### config.mk
export PLATFORM = sky130hd
export DESIGN_NAME = mbm_cmd_queue
export DESIGN_NICKNAME = d
export VERILOG_FILES = /design/src/mbm_pkg.sv /design/src/mbm_cmd_queue.sv
export SDC_FILE = /design/constraint.sdc
export NUM_CORES = 1
export LEC_CHECK = 0
export ABC_AREA = 0
export ABC_CLOCK_PERIOD_IN_PS = 6600
export BUFFER_PORTS_ARGS = -buffer_cell sky130_fd_sc_hd__buf_4
export CORE_MARGIN = 2
export CORE_UTILIZATION = 39
export CTS_BUF_LIST = sky130_fd_sc_hd__clkbuf_4 sky130_fd_sc_hd__clkbuf_8
export DETAILED_ROUTE_END_ITERATION = 10
export PLACE_DENSITY_LB_ADDON = 0.1
export SYNTH_ARGS = -nofsm -noshare
export SYNTH_HDL_FRONTEND = slang
export SYNTH_SLANG_ARGS = --single-unit
export TNS_END_PERCENT = 50
### constraint.sdc
create_clock -name clk -period 6.6 [get_ports clk]
set_input_delay 0.33 -clock clk [delete_from_list [all_inputs] [get_ports clk]]
set_output_delay 0.33 -clock clk [all_outputs]
set_load 0.05 [all_outputs]
### src/mbm_pkg.sv
`timescale 1ns / 1ps
// ----------------------------------------------------------------------------
// mbm_pkg: shared types and constants
// Sizes of the banked word memory and the command that travels from the
// front end to the back end.
// ----------------------------------------------------------------------------
package mbm_pkg;

  localparam int MEM_WORDS  = 1024;                 // power of two, at least 2
  localparam int MEM_AW     = $clog2(MEM_WORDS);
  localparam int BANK_WORDS = MEM_WORDS / 2;        // even and odd word banks
  localparam int BANK_AW    = MEM_AW - 1;

  localparam int ADDR_W     = 12;
  localparam int WORD_IDX_W = ADDR_W - 2;
  localparam int DATA_W     = 32;
  localparam int MASK_W     = 4;
  localparam int LANE_W     = 8;

  localparam int RES_DEPTH  = 4;
  localparam int RES_PW     = $clog2(RES_DEPTH);
  localparam int RES_CW     = $clog2(RES_DEPTH + 1);

  localparam logic OP_READ  = 1'b0;
  localparam logic OP_WRITE = 1'b1;

  typedef struct packed {
    logic                 wr;
    logic [BANK_AW-1:0]   even_idx;
    logic [BANK_AW-1:0]   odd_idx;
    logic [MASK_W-1:0]    even_be;
    logic [MASK_W-1:0]    odd_be;
    logic [DATA_W-1:0]    even_data;
    logic [DATA_W-1:0]    odd_data;
    logic                 swap;     // first word sits in the odd bank
    logic [1:0]           off;      // byte offset in the first word
  } cmd_t;

endpackage

### src/mbm_cmd_queue.sv
`timescale 1ns / 1ps
// ----------------------------------------------------------------------------
// mbm_cmd_queue: two-entry command queue
// Decouples the classifier from the memory back end.
// ----------------------------------------------------------------------------
module mbm_cmd_queue
  import mbm_pkg::*;
(
  input  logic clk,
  input  logic rst_n,
  input  logic push,
  input  cmd_t push_cmd,
  output logic full,
  input  logic pop,
  output logic empty,
  output cmd_t head
);

  cmd_t       ent_r [2];
  logic       wr_ptr_r;
  logic       rd_ptr_r;
  logic [1:0] cnt_r;
  logic [1:0] cnt_nxt;

  assign full  = (cnt_r == 2'd2);
  assign empty = (cnt_r == 2'd0);
  assign head  = ent_r[rd_ptr_r];

  always_comb begin
    cnt_nxt = cnt_r;
    if (push && !pop) begin
      cnt_nxt = cnt_r + 2'd1;
    end else if (pop && !push) begin
      cnt_nxt = cnt_r - 2'd1;
    end
  end

  always_ff @(posedge clk) begin
    if (!rst_n) begin
      wr_ptr_r <= 1'b0;
      rd_ptr_r <= 1'b0;
      cnt_r    <= 2'd0;
    end else begin
      if (push) begin
        wr_ptr_r <= ~wr_ptr_r;
      end
      if (pop) begin
        rd_ptr_r <= ~rd_ptr_r;
      end
      cnt_r <= cnt_nxt;
    end
  end

  always_ff @(posedge clk) begin
    if (push) begin
      ent_r[wr_ptr_r] <= push_cmd;
    end
  end

endmodule

==> flow_summary.json <==
{
  "power.internal_w": 0.00195,
  "gr-usage-all-layers_pct": 13.9,
  "clkPwrFrac_pct": 28.4,
  "cpPeakStageDelay_ns": 0.76,
  "finalSetupViolCount": 0,
  "clk_latency_ns": 0.45,
  "via_per_inst": 4.64,
  "die_h_um": 138,
  "endpoint_kind": "output port",
  "fillers": 1493,
  "status": "finished, final reports clean",
  "hp-class": "primary input to flop",
  "p_sw_w": 0.000761,
  "gp_congestion": 0.662,
  "crit_chain": "buf_4, mux2_2, buf_4",
  "clock_skew_ns": 0.00811,
  "area_delta_synth_final_pct": 29.7,
  "seqPwrFrac_pct": 53.1,
  "syn_nets": 413,
  "fp-row-count": 49,
  "root_buffer": "clkbuf_8",
  "drv_slew": 0,
  "clkTransAtPathRegs_ns": 0.10,
  "p_per_area_nw_per_um2": 298,
  "relSlewSlack_pct": 26.7,
  "slowest_stage": "dfxtp_4",
  "die_x_um": 138,
  "syn_inst": 314,
  "period_needed_ns": 2.90,
  "fmax_mhz": 345,
  "ir_drop_mv": 0.141,
  "swShare_pct": 28.1,
  "dp_hpwl_um": 8080,
  "cts.sinks": 193,
  "dp_slack_ns": 4.09,
  "yosysUniqueCellTypes": 17,
  "routed_wl_um": 13000,
  "coreArea_um2": 17800,
  "grt_pass1_wl_um": 20300,
  "syn-cell-area_um2": 7010,
  "multi_input_area_um2": 1180,
  "cts_made_buffers": 17,
  "grt_max_degree": 80,
  "die_area_um2": 19100,
  "cp_max_fo": 50,
  "critical_path_class": "flop to output port",
  "cts_tree": "done",
  "required_ns": 6.27,
  "critPathArrivalTime_ns": 2.57,
  "pin_count": 194,
  "cts.htree.levels": 4,
  "worst_pin_slew_ns": 1.10,
  "timing.final.crit_share_pct": 43.9,
  "max_cap_viol_count": 0,
  "grt_remaining_overflow": 0,
  "yosysSeqAreaShare_pct": 82.0,
  "post_cts_buffers": 0,
  "cts_hold_buf": 0,
  "power.leakage_nw": 3.35,
  "crit_top_cell": "buf_4",
  "drc": 0,
  "drive_above_1_share_pct": 60.9,
  "clk_path_buf_depth": 2,
  "yosys_warnings": 0,
  "final_nets": 618,
  "initial_core_util_pct": 39.4,
  "dr.pass1.iters": 6,
  "layout_setup_ws_ns": 3.70,
  "drt-initial-drc-count": 182,
  "ys_ff_latch": 193,
  "wl_per_cell_um": 17.1,
  "crit_path_start_kind": "flop",
  "diodes": 0,
  "ant_nets": 0,
  "antenna_found_initial": 0,
  "avgSynthCellArea_um2": 22.3,
  "hold_violations": 0,
  "grt_pass1_vias": 3875,
  "p_comb_share_pct": 18.4,
  "rsz0062_at_grt": "no",
  "tns_ns": 0,
  "numPortBuffers": 193,
  "seq_area_um2": 5750,
  "ctsResizeCount": 0,
  "num_vias": 3528
}
-- sequential cells by signal, indices dropped and copies added (netlist names), named ones only --
| signal | cells |
|---|---|
| ent_r | 188 |
| cnt_r | 2 |
| rd_ptr_r | 1 |
| wr_ptr_r | 1 |
-- cell usage in the layout (no fill, tap or decap) --
cell type	instances
nor2b_1	2
clkbuf_8	17
a21boi_1	1
buf_4	196
clkinvlp_4	4
and2_1	3
edfxtp_1	188
clkinv_4	2
and2_4	1
nor2b_4	1
inv_8	3
clkbuf_4	2
clkinv_1	1
xnor2_1	1
inv_6	1
nor2_1	1
o21ai_0	1
ha_1	1
mux2_2	94
bufinv_16	2
dfxtp_1	4
dfxtp_4	1
inv_1	1
o21a_1	1
or3_1	1
xor2_1	2
-- worst max-delay path, delay by kind of cell, from the launching register on --
family / cells / cell delay, ns
buf+inv: 2 / 0.88
flops: 1 / 0.76
mux: 1 / 0.44
-- final cells by class --
class | count | share of cell area, %
multi-input cells | 110 | 13.0
flip-flops and latches | 193 | 63.2
repair buffers | 196 | 16.2
well taps | 229 | 3.15
inverters | 1 | 0.0413
clock buffers | 19 | 2.74
clock inverters | 13 | 1.69
-- synth_stat cells --
library cell,number,share of area (%)
xnor2_1,1,0.12
or3_1,1,0.089
o21a_1,1,0.11
inv_1,1,0.053
and2_1,4,0.36
buf_4,1,0.11
ha_1,1,0.18
buf_6,6,0.96
nor2_1,1,0.053
edfxtp_1,188,81
buf_2,3,0.21
dfxtp_1,5,1.4
o21ai_0,1,0.071
nor2b_1,3,0.27
a21boi_1,1,0.11
xor2_1,2,0.25
mux2_2,94,15
-- power groups by stage --
stage	clock network, W	registers, W	logic (W)
after detailed placement	0	0.00147	0.000505
final	0.000769	0.00144	0.000500
after floorplan	0	0.00146	0.000351
after CTS	0.000801	0.00144	0.000507
after global routing	0.000847	0.00145	0.000524
after global placement	0	0.00147	0.000502
-- per-layer routing --
layer  part of all wire [%]  global-route usage (%)  vias to the layer above
met1                     41                    16.5                     1740
met3                    9.1                    6.62                        9
met4                   0.98                    4.99                        0
met2                     49                    22.0                      133
li1                       -                       -                     1646
met5                      0                       0                        -
-- final timing paths --
| path | slack, ns | to | from | depth (start not counted) |
|---|---|---|---|---|
| max | 3.70 | head[2] | flop | 3 |
| min | 0.05 | ent_r[0][66] | push_cmd[66] | 1 |
| max reg2reg | 4.45 | ent_r[0][61] | wr_ptr_r | 2 |
| min reg2reg | 0.50 | cnt_r[1] | cnt_r[1] | 2 |
-- kinds of logic after synthesis --
| family | count (synthesis) | synth area share (%) |
|---|---|---|
| DFF | 193 | 82.0 |
| AOI/OAI and AO/OA | 3 | 0.286 |
| muxes | 94 | 15.1 |
| buffers and inverters | 11 | 1.34 |
| xor gates and xnor gates | 3 | 0.375 |
| adders and majority gates | 1 | 0.178 |
| and+or+nand+nor | 9 | 0.767 |
-- per-stage QoR --
stage / cells / hold WS, ns / util, % / total power (W) / instance area (um2)
final: 761 / 0.0537 / 51.2 / 0.00271 / 9090
after global routing: 761 / 0.00159 / 51.2 / 0.00282 / 9090
after CTS: 761 / 0.00940 / 51.2 / 0.00275 / 9090
after detailed placement: 729 / 0.492 / 48.9 / 0.00197 / 8690
after global placement: 729 / 0.477 / 48.9 / 0.00197 / 8690
after floorplan: 314 / 0.429 / - / 0.00181 / 7010
Power figures use the tool's default switching activity.
