## config.mk

```make
export PLATFORM = sky130hd
export DESIGN_NAME = mbm_front
export DESIGN_NICKNAME = d
export VERILOG_FILES = /design/src/mbm_pkg.sv /design/src/mbm_front.sv
export SDC_FILE = /design/constraint.sdc
export NUM_CORES = 1
export LEC_CHECK = 0
export ABC_AREA = 1
export BUFFER_PORTS_ARGS = -buffer_cell sky130_fd_sc_hd__buf_2
export CORE_UTILIZATION = 57
export CTS_BUF_LIST = sky130_fd_sc_hd__clkbuf_4
export DETAILED_ROUTE_END_ITERATION = 16
export GPL_ROUTABILITY_DRIVEN = 0
export PLACE_DENSITY = 0.95
export SYNTH_ARGS = -nofsm -noshare
export SYNTH_HDL_FRONTEND = slang
export SYNTH_SLANG_ARGS = --single-unit
```

## constraint.sdc

```tcl
create_clock -name clk -period 16.75 [get_ports clk]
set_input_delay 3.35 -clock clk [delete_from_list [all_inputs] [get_ports clk]]
set_output_delay 3.35 -clock clk [all_outputs]
set_load 0.05 [all_outputs]
```

## src/mbm_pkg.sv

```systemverilog
`timescale 1ns / 1ps
// ----------------------------------------------------------------------------
// mbm_pkg: shared types and constants
// Sizes of the banked word memory and the command that travels from the
// front end to the back end.
// ----------------------------------------------------------------------------
package mbm_pkg;

  localparam int MEM_WORDS  = 1024;                 // power of two, at least 2
  localparam int MEM_AW     = $clog2(MEM_WORDS);
  localparam int BANK_WORDS = MEM_WORDS / 2;        // even and odd word banks
  localparam int BANK_AW    = MEM_AW - 1;

  localparam int ADDR_W     = 12;
  localparam int WORD_IDX_W = ADDR_W - 2;
  localparam int DATA_W     = 32;
  localparam int MASK_W     = 4;
  localparam int LANE_W     = 8;

  localparam int RES_DEPTH  = 4;
  localparam int RES_PW     = $clog2(RES_DEPTH);
  localparam int RES_CW     = $clog2(RES_DEPTH + 1);

  localparam logic OP_READ  = 1'b0;
  localparam logic OP_WRITE = 1'b1;

  typedef struct packed {
    logic                 wr;
    logic [BANK_AW-1:0]   even_idx;
    logic [BANK_AW-1:0]   odd_idx;
    logic [MASK_W-1:0]    even_be;
    logic [MASK_W-1:0]    odd_be;
    logic [DATA_W-1:0]    even_data;
    logic [DATA_W-1:0]    odd_data;
    logic                 swap;     // first word sits in the odd bank
    logic [1:0]           off;      // byte offset in the first word
  } cmd_t;

endpackage

```

## src/mbm_front.sv

```systemverilog
`timescale 1ns / 1ps
// ----------------------------------------------------------------------------
// mbm_front: access classifier
// Accepts accesses, splits the byte address into bank indexes and shifts the
// write data and byte mask onto the even and odd banks.
// ----------------------------------------------------------------------------
module mbm_front
  import mbm_pkg::*;
(
  input  logic              clk,
  input  logic              rst_n,
  input  logic              in_push,
  output logic              in_full,
  input  logic              in_op,
  input  logic [ADDR_W-1:0] in_addr,
  input  logic [DATA_W-1:0] in_write_data,
  input  logic [MASK_W-1:0] in_byte_mask,
  input  logic              clearing,
  input  logic              q_full,
  output logic              q_push,
  output cmd_t              q_cmd
);

  logic                  vld_r;
  cmd_t                  cmd_r;
  cmd_t                  cmd_nxt;
  logic                  accept;
  logic [MEM_AW-1:0]     w0;
  logic [2*DATA_W-1:0]   d64;
  logic [2*MASK_W-1:0]   m8;
  logic [MASK_W-1:0]     be_in;

  assign q_push  = vld_r && !q_full;
  assign in_full = clearing || (vld_r && q_full);
  assign accept  = in_push && !in_full;
  assign q_cmd   = cmd_r;

  always_comb begin
    w0    = MEM_AW'(in_addr[ADDR_W-1:2]);
    be_in = (in_op == OP_WRITE) ? in_byte_mask : '0;
    d64   = {{DATA_W{1'b0}}, in_write_data} << {in_addr[1:0], 3'b000};
    m8    = {{MASK_W{1'b0}}, be_in} << in_addr[1:0];

    cmd_nxt.wr       = (in_op == OP_WRITE);
    cmd_nxt.swap     = w0[0];
    cmd_nxt.off      = in_addr[1:0];
    // odd first word: its successor is the next row of the even bank
    cmd_nxt.even_idx = w0[MEM_AW-1:1] + BANK_AW'(w0[0]);
    cmd_nxt.odd_idx  = w0[MEM_AW-1:1];
    if (w0[0]) begin
      cmd_nxt.odd_data  = d64[DATA_W-1:0];
      cmd_nxt.odd_be    = m8[MASK_W-1:0];
      cmd_nxt.even_data = d64[2*DATA_W-1:DATA_W];
      cmd_nxt.even_be   = m8[2*MASK_W-1:MASK_W];
    end else begin
      cmd_nxt.even_data = d64[DATA_W-1:0];
      cmd_nxt.even_be   = m8[MASK_W-1:0];
      cmd_nxt.odd_data  = d64[2*DATA_W-1:DATA_W];
      cmd_nxt.odd_be    = m8[2*MASK_W-1:MASK_W];
    end
  end

  always_ff @(posedge clk) begin
    if (!rst_n) begin
      vld_r <= 1'b0;
    end else if (accept) begin
      vld_r <= 1'b1;
    end else if (q_push) begin
      vld_r <= 1'b0;
    end
  end

  always_ff @(posedge clk) begin
    if (accept) begin
      cmd_r <= cmd_nxt;
    end
  end

endmodule

```

==> impl_metrics.ini, run 1 <==
[run_status]
run_status = complete, no violations

[global_route]
grt-ovfl-total = 0
largest_net_degree_at_the_start_of_global_routing = 95
antenna_found_initial = 0
grt_usage_pct = 26.99
via_count_of_the_first_global_routing_pass = 3834
grt_first_pass_wirelength_mm = 17.73

[drt]
drc = 0
route.antenna.remaining_nets = 0
drt-pass1-iter-count = 5
wl_per_cell_um = 15.64
via_per_inst = 5.806
initialDrtViolationCount = 276
routed_wl_mm = 11.23
vias_after_detailed_routing = 4169

[clocking]
clkTransAtPathRegs_ns = 0.16
post_cts.resized_instances = 0
worstSkewPairLatency_ns = 0.45
cts_made_buffers = 9
root_buffer = sky130_fd_sc_hd__clkbuf_4
clock-sinks = 95
hold_buffers = 0
cts_max_level = 3
postCtsSetupBuffers = 0
cts_tree = done
clock_path_buffers = 2

[synth]
postSynthCellCount = 483
synth.area.top_cells = sky130_fd_sc_hd__edfxtp_1, sky130_fd_sc_hd__nand3_1, sky130_fd_sc_hd__nand2_1
post_synth_most_frequent_cells = sky130_fd_sc_hd__nand2_1, sky130_fd_sc_hd__nand3_1, sky130_fd_sc_hd__edfxtp_1
syn_nets = 539
synth_ff_type = sky130_fd_sc_hd__edfxtp_1
synth-async-reset-ratio_pct = 0
synthMostInstantiatedCell = sky130_fd_sc_hd__nand2_1
synth_largest_area_cell = sky130_fd_sc_hd__edfxtp_1
synth.cell_area_um2 = 4674
synth-seq-cells = 95
synth_cell_types = 23
synthesis.area_per_instance_um2 = 9.678
post_synth_edffs = 94
yosysTopAreaCellShare_pct = 60.39
yosysSeqAreaShare_pct = 60.81
yosys_warnings = 0

[setup_path]
setup.worst_path.class = input pin to output port
required_time_of_the_worst_setup_path_ns = 13.40
worst_setup_path_start = q_full
worst-endpoint-arrival_ns = 3.89
crit_start_category = input pin
reg2reg_from = vld_r$_SDFFE_PN0P_
cp-end-kind = output port
reg2reg_to = q_cmd[1]$_DFFE_PP_
r2r_setup_slack_ns = 14.88
worst_setup_path_endpoint = in_full
critPathMaxFanout = 2
reg2regPathDepth = 4

[power]
cellLeakagePower_nw = 2.376
ir_drop_mv = 0.04925
power_density_nw_per_um2 = 92.94
totalPowerFinal_mw = 0.5092
cell_internal_pwr_mw = 0.3357
share_comb_of_total_power_pct = 22.0
power.clock.fraction_pct = 22.9
sequential_fraction_of_design_power_pct = 55.1
p_switching_mw = 0.1735
sw_frac_of_total_pct = 34.07

[floorplan]
die_width_um = 92.56
placement_rows = 32
fp.dieH_um = 92.56
floorplan.initialDensity_pct = 59.57
fp.coreArea_um2 = 7848
ios = 150
design.die.area_um2 = 8567

[final_layout]
fillCellCount = 597
layout.area.seq_um2 = 2843
nets_final = 667
antenna_cells = 0
multi_input_area_um2 = 1554
syn2layout_area_growth_pct = 17.21
layout-drive-gt1-share_pct = 28.41

[timing]
timing_max_transition_violations_final = 0
finalHoldViolations = 0
report.final.setup_viol = 0
post-route-worst-setup-slack_ns = 9.510
fin_skew_ns = 0.01191
fin_crit_ns = 7.240
relSlewSlack_pct = 21.41
holdWs_ns = 0.5956
max_freq_mhz = 138.1
setup_tns_ns = 0
period_share_pct = 43.22
rsz0062_at_grt = no
max_slew.worst_pin.slew_ns = 1.179

[placed_design]
placement.io_buffers = 149
worst_case_setup_slack_after_placement_ns = 9.509
post-dp-hpwl_mm = 7.649

[hold_path]
worstHoldPathType = flop to flop
holdPathStages = 4

[run]
drv.max_cap_violation_count = 0
per-stage QoR:
step                cell area [µm²]  utilization (%)  cells
finish                         5479            69.82    718
global route                   5479            69.82    718
CTS                            5479            69.82    718
detailed placement             5345            68.11    702
global placement               5345            68.11    702
floorplan                      4674                -    483
flip-flops by register name, summed over array words and instances, names as in the netlist:
register,count
vld_r,1
q_cmd,94
final cells by class:
class | instances | area share (%)
clock buffers | 9 | 1.233
multi-input cells | 339 | 28.36
well taps | 102 | 2.329
clock inverters | 7 | 1.210
inverters | 16 | 1.233
flip-flops and latches | 95 | 51.88
repair buffers | 150 | 13.75
cells in the final DEF (no fill, tap or decap):
cell                           n
sky130_fd_sc_hd__buf_2       149
sky130_fd_sc_hd__buf_4         1
sky130_fd_sc_hd__clkbuf_4      9
sky130_fd_sc_hd__clkinv_4      2
sky130_fd_sc_hd__clkinv_8      1
sky130_fd_sc_hd__clkinvlp_4    2
sky130_fd_sc_hd__dfxtp_1       1
sky130_fd_sc_hd__edfxtp_1     94
sky130_fd_sc_hd__ha_1          2
sky130_fd_sc_hd__inv_1        13
sky130_fd_sc_hd__inv_2         2
sky130_fd_sc_hd__inv_6         2
sky130_fd_sc_hd__inv_8         1
sky130_fd_sc_hd__nand2_1     137
sky130_fd_sc_hd__nand3_1     110
sky130_fd_sc_hd__nand3_2       1
sky130_fd_sc_hd__nand3b_1      1
sky130_fd_sc_hd__nand4_1       2
sky130_fd_sc_hd__nor2_1       23
sky130_fd_sc_hd__nor2_4        1
sky130_fd_sc_hd__nor3_1        1
sky130_fd_sc_hd__o21ai_0      31
sky130_fd_sc_hd__o21ai_1      23
sky130_fd_sc_hd__o21ai_2       4
sky130_fd_sc_hd__xor2_1        3
routing by layer:
layer,routed length (µm),GRT usage [%],up-vias
met3,1070,6.076,38
met5,0,0,-
li1,-,-,1945
met4,382,11.98,0
met1,3945,30.43,1933
met2,5833,48.58,253
critical path, cell delays in order:
cell,delay [ns]
sky130_fd_sc_hd__buf_2,0.09
sky130_fd_sc_hd__nand2_1,0.06
sky130_fd_sc_hd__nand2_1,0.11
sky130_fd_sc_hd__buf_2,0.28
worst min path at each step:
| stage | start | slack, ns | end |
|---|---|---|---|
| 3_5_place_dp | vld_r$_SDFFE_PN0P_ | 0.57 | vld_r$_SDFFE_PN0P_ |
| 4_1_cts | vld_r$_SDFFE_PN0P_ | 0.60 | vld_r$_SDFFE_PN0P_ |
| 2_1_floorplan | vld_r$_SDFFE_PN0P_ | 0.52 | vld_r$_SDFFE_PN0P_ |
| 5_1_grt | vld_r$_SDFFE_PN0P_ | 0.67 | vld_r$_SDFFE_PN0P_ |
| 3_3_place_gp | vld_r$_SDFFE_PN0P_ | 0.54 | vld_r$_SDFFE_PN0P_ |
| 6_report | vld_r$_SDFFE_PN0P_ | 0.60 | vld_r$_SDFFE_PN0P_ |
power by group through the flow:
stage | Sequential [mW] | Combinational (mW) | Clock (mW)
final | 0.281 | 0.112 | 0.116
after global routing | 0.282 | 0.120 | 0.127
after CTS | 0.281 | 0.112 | 0.118
after detailed placement | 0.286 | 0.112 | 0
after global placement | 0.285 | 0.108 | 0
after floorplan | 0.329 | 0.0421 | 0
kinds of logic after synthesis:
| logic type | Yosys count | synth area share, % |
|---|---|---|
| AOI/OAI and AO/OA | 58 | 6.531 |
| xor gates and xnor gates | 3 | 0.5622 |
| adders and majority gates | 2 | 0.5352 |
| buffers and inverters | 49 | 6.103 |
| DFF | 95 | 60.81 |
| and+or+nand+nor | 276 | 25.46 |
(Power assumes the default switching activity.)
==> run 2: changes to the inputs <==
--- a/config.mk
+++ b/config.mk
@@ -7,11 +7,11 @@
 export LEC_CHECK = 0
 export ABC_AREA = 1
 export BUFFER_PORTS_ARGS = -buffer_cell sky130_fd_sc_hd__buf_2
-export CORE_UTILIZATION = 57
+export CORE_UTILIZATION = 48
 export CTS_BUF_LIST = sky130_fd_sc_hd__clkbuf_4
 export DETAILED_ROUTE_END_ITERATION = 16
 export GPL_ROUTABILITY_DRIVEN = 0
-export PLACE_DENSITY = 0.95
+export PLACE_DENSITY = 0.88
 export SYNTH_ARGS = -nofsm -noshare
 export SYNTH_HDL_FRONTEND = slang
 export SYNTH_SLANG_ARGS = --single-unit
==> constraint.sdc (replaced) <==
create_clock -name clk -period 5.8 [get_ports clk]
set_input_delay 1.16 -clock clk [delete_from_list [all_inputs] [get_ports clk]]
set_output_delay 1.16 -clock clk [all_outputs]
set_load 0.05 [all_outputs]
==> impl_metrics.ini, run 2 (synthesized netlist as in run 1, its figures left out) <==
[floorplan]
fp.dieH_um = 100.7
fp.coreArea_um2 = 9328
ios = 150
design.die.area_um2 = 10140
die_width_um = 100.7
placement_rows = 35
floorplan.initialDensity_pct = 50.11

[final_layout]
layout-drive-gt1-share_pct = 28.53
syn2layout_area_growth_pct = 18.84
antenna_cells = 0
multi_input_area_um2 = 1554
largest_reg_flops = 94
layout.area.seq_um2 = 2843
mostFrequentLayoutCells = sky130_fd_sc_hd__buf_2, sky130_fd_sc_hd__nand2_1, sky130_fd_sc_hd__nand3_1, sky130_fd_sc_hd__edfxtp_1, sky130_fd_sc_hd__o21ai_0
fillCellCount = 772
layout.cells.most_common = sky130_fd_sc_hd__buf_2
nets_final = 668

[global_route]
via_count_of_the_first_global_routing_pass = 3895
largest_net_degree_at_the_start_of_global_routing = 95
grt_usage_pct = 22.97
antenna_found_initial = 0
grt-ovfl-total = 0
grt_first_pass_wirelength_mm = 17.87

[setup_path]
setup.worst_path.class = input pin to output port
required_time_of_the_worst_setup_path_ns = 4.64
crit_start_category = input pin
reg2regPathDepth = 4
r2r_setup_slack_ns = 3.88
worst-endpoint-arrival_ns = 1.72
critPathMaxFanout = 2
worst_setup_path_endpoint = in_full
reg2reg_from = vld_r$_SDFFE_PN0P_
worst_setup_path_start = q_full
cp-end-kind = output port
reg2reg_to = q_cmd[15]$_DFFE_PP_

[timing]
relSlewSlack_pct = 21.75
max_freq_mhz = 347.0
max_slew.worst_pin.slew_ns = 1.174
rsz0062_at_grt = no
setup_tns_ns = 0
holdWs_ns = 0.5938
period_share_pct = 49.68
fin_crit_ns = 2.882
report.final.setup_viol = 0
timing_max_transition_violations_final = 0
finalHoldViolations = 0
post-route-worst-setup-slack_ns = 2.918
fin_skew_ns = 0.01895

[drt]
routed_wl_mm = 11.52
wl_per_cell_um = 15.44
met2_wirelength_mm = 5.887
vias_after_detailed_routing = 4155
route.antenna.remaining_nets = 0
drc = 0
top_signal_layer_used = met4
met3_wirelength_mm = 1.113
via_per_inst = 5.570
drt-pass1-iter-count = 5
initialDrtViolationCount = 304
wirelength_met1_mm = 4.234

[placed_design]
post-dp-hpwl_mm = 7.784
placement.io_buffers = 149
worst_case_setup_slack_after_placement_ns = 2.696

[clocking]
clock-sinks = 95
clkTransAtPathRegs_ns = 0.16
root_buffer = sky130_fd_sc_hd__clkbuf_4
clock_path_buffers = 2
cts_made_buffers = 9
post_cts.resized_instances = 0
cts_max_level = 3
postCtsSetupBuffers = 0
worstSkewPairLatency_ns = 0.44
cts_tree = done
hold_buffers = 0

[power]
power_density_nw_per_um2 = 277.6
ir_drop_mv = 0.1673
cellLeakagePower_nw = 2.402

[hold_path]
worstHoldPathType = flop to flop

[run]
drv.max_cap_violation_count = 0

[run_status]
run_status = complete, no violations
run 2: per-stage QoR:
stage | std cells | power (mW) | cell area, µm² | util, %
finish | 746 | 1.542 | 5555 | 59.56
global route | 746 | 1.605 | 5555 | 59.56
detailed placement | 730 | 1.148 | 5386 | 57.75
global placement | 730 | 1.138 | 5386 | 57.75
floorplan | 483 | 1.070 | 4677 | -
CTS | 746 | 1.551 | 5555 | 59.56
run 2: worst max-delay path, cell delays in order:
cell and delay [ns]:
sky130_fd_sc_hd__buf_2 0.10, sky130_fd_sc_hd__nand2_1 0.06, sky130_fd_sc_hd__nand2_1 0.12, sky130_fd_sc_hd__buf_2 0.28
run 2: power breakdown:
part           switching, mW  total (mW)  internal (mW)
clock                  0.224       0.407          0.183
sequential           0.00997       0.811          0.801
combinational          0.252       0.324         0.0724
run 2: layout make-up:
cell class                 count  area share [%]
clock buffer                  10           1.351
clock inverter                 6           1.689
inverter                      16           1.216
multi-input combinational    339           27.97
sequential                    95           51.17
tap                          129           2.905
timing repair buffer         151           13.69
run 2: worst min-delay path by stage:
| stage | start | endpoint | depth (start not counted) |
|---|---|---|---|
| after global routing | vld_r$_SDFFE_PN0P_ | vld_r$_SDFFE_PN0P_ | 4 |
| after global placement | vld_r$_SDFFE_PN0P_ | vld_r$_SDFFE_PN0P_ | 4 |
| after CTS | vld_r$_SDFFE_PN0P_ | vld_r$_SDFFE_PN0P_ | 4 |
| final | vld_r$_SDFFE_PN0P_ | vld_r$_SDFFE_PN0P_ | 4 |
| after floorplan | vld_r$_SDFFE_PN0P_ | vld_r$_SDFFE_PN0P_ | 4 |
| after detailed placement | vld_r$_SDFFE_PN0P_ | vld_r$_SDFFE_PN0P_ | 4 |
run 2: per-layer routing:
layer	global-route usage, %	vias up
met5	0	-
met4	9.365	0
met3	5.270	34
met2	41.41	254
met1	26.28	1916
li1	-	1951
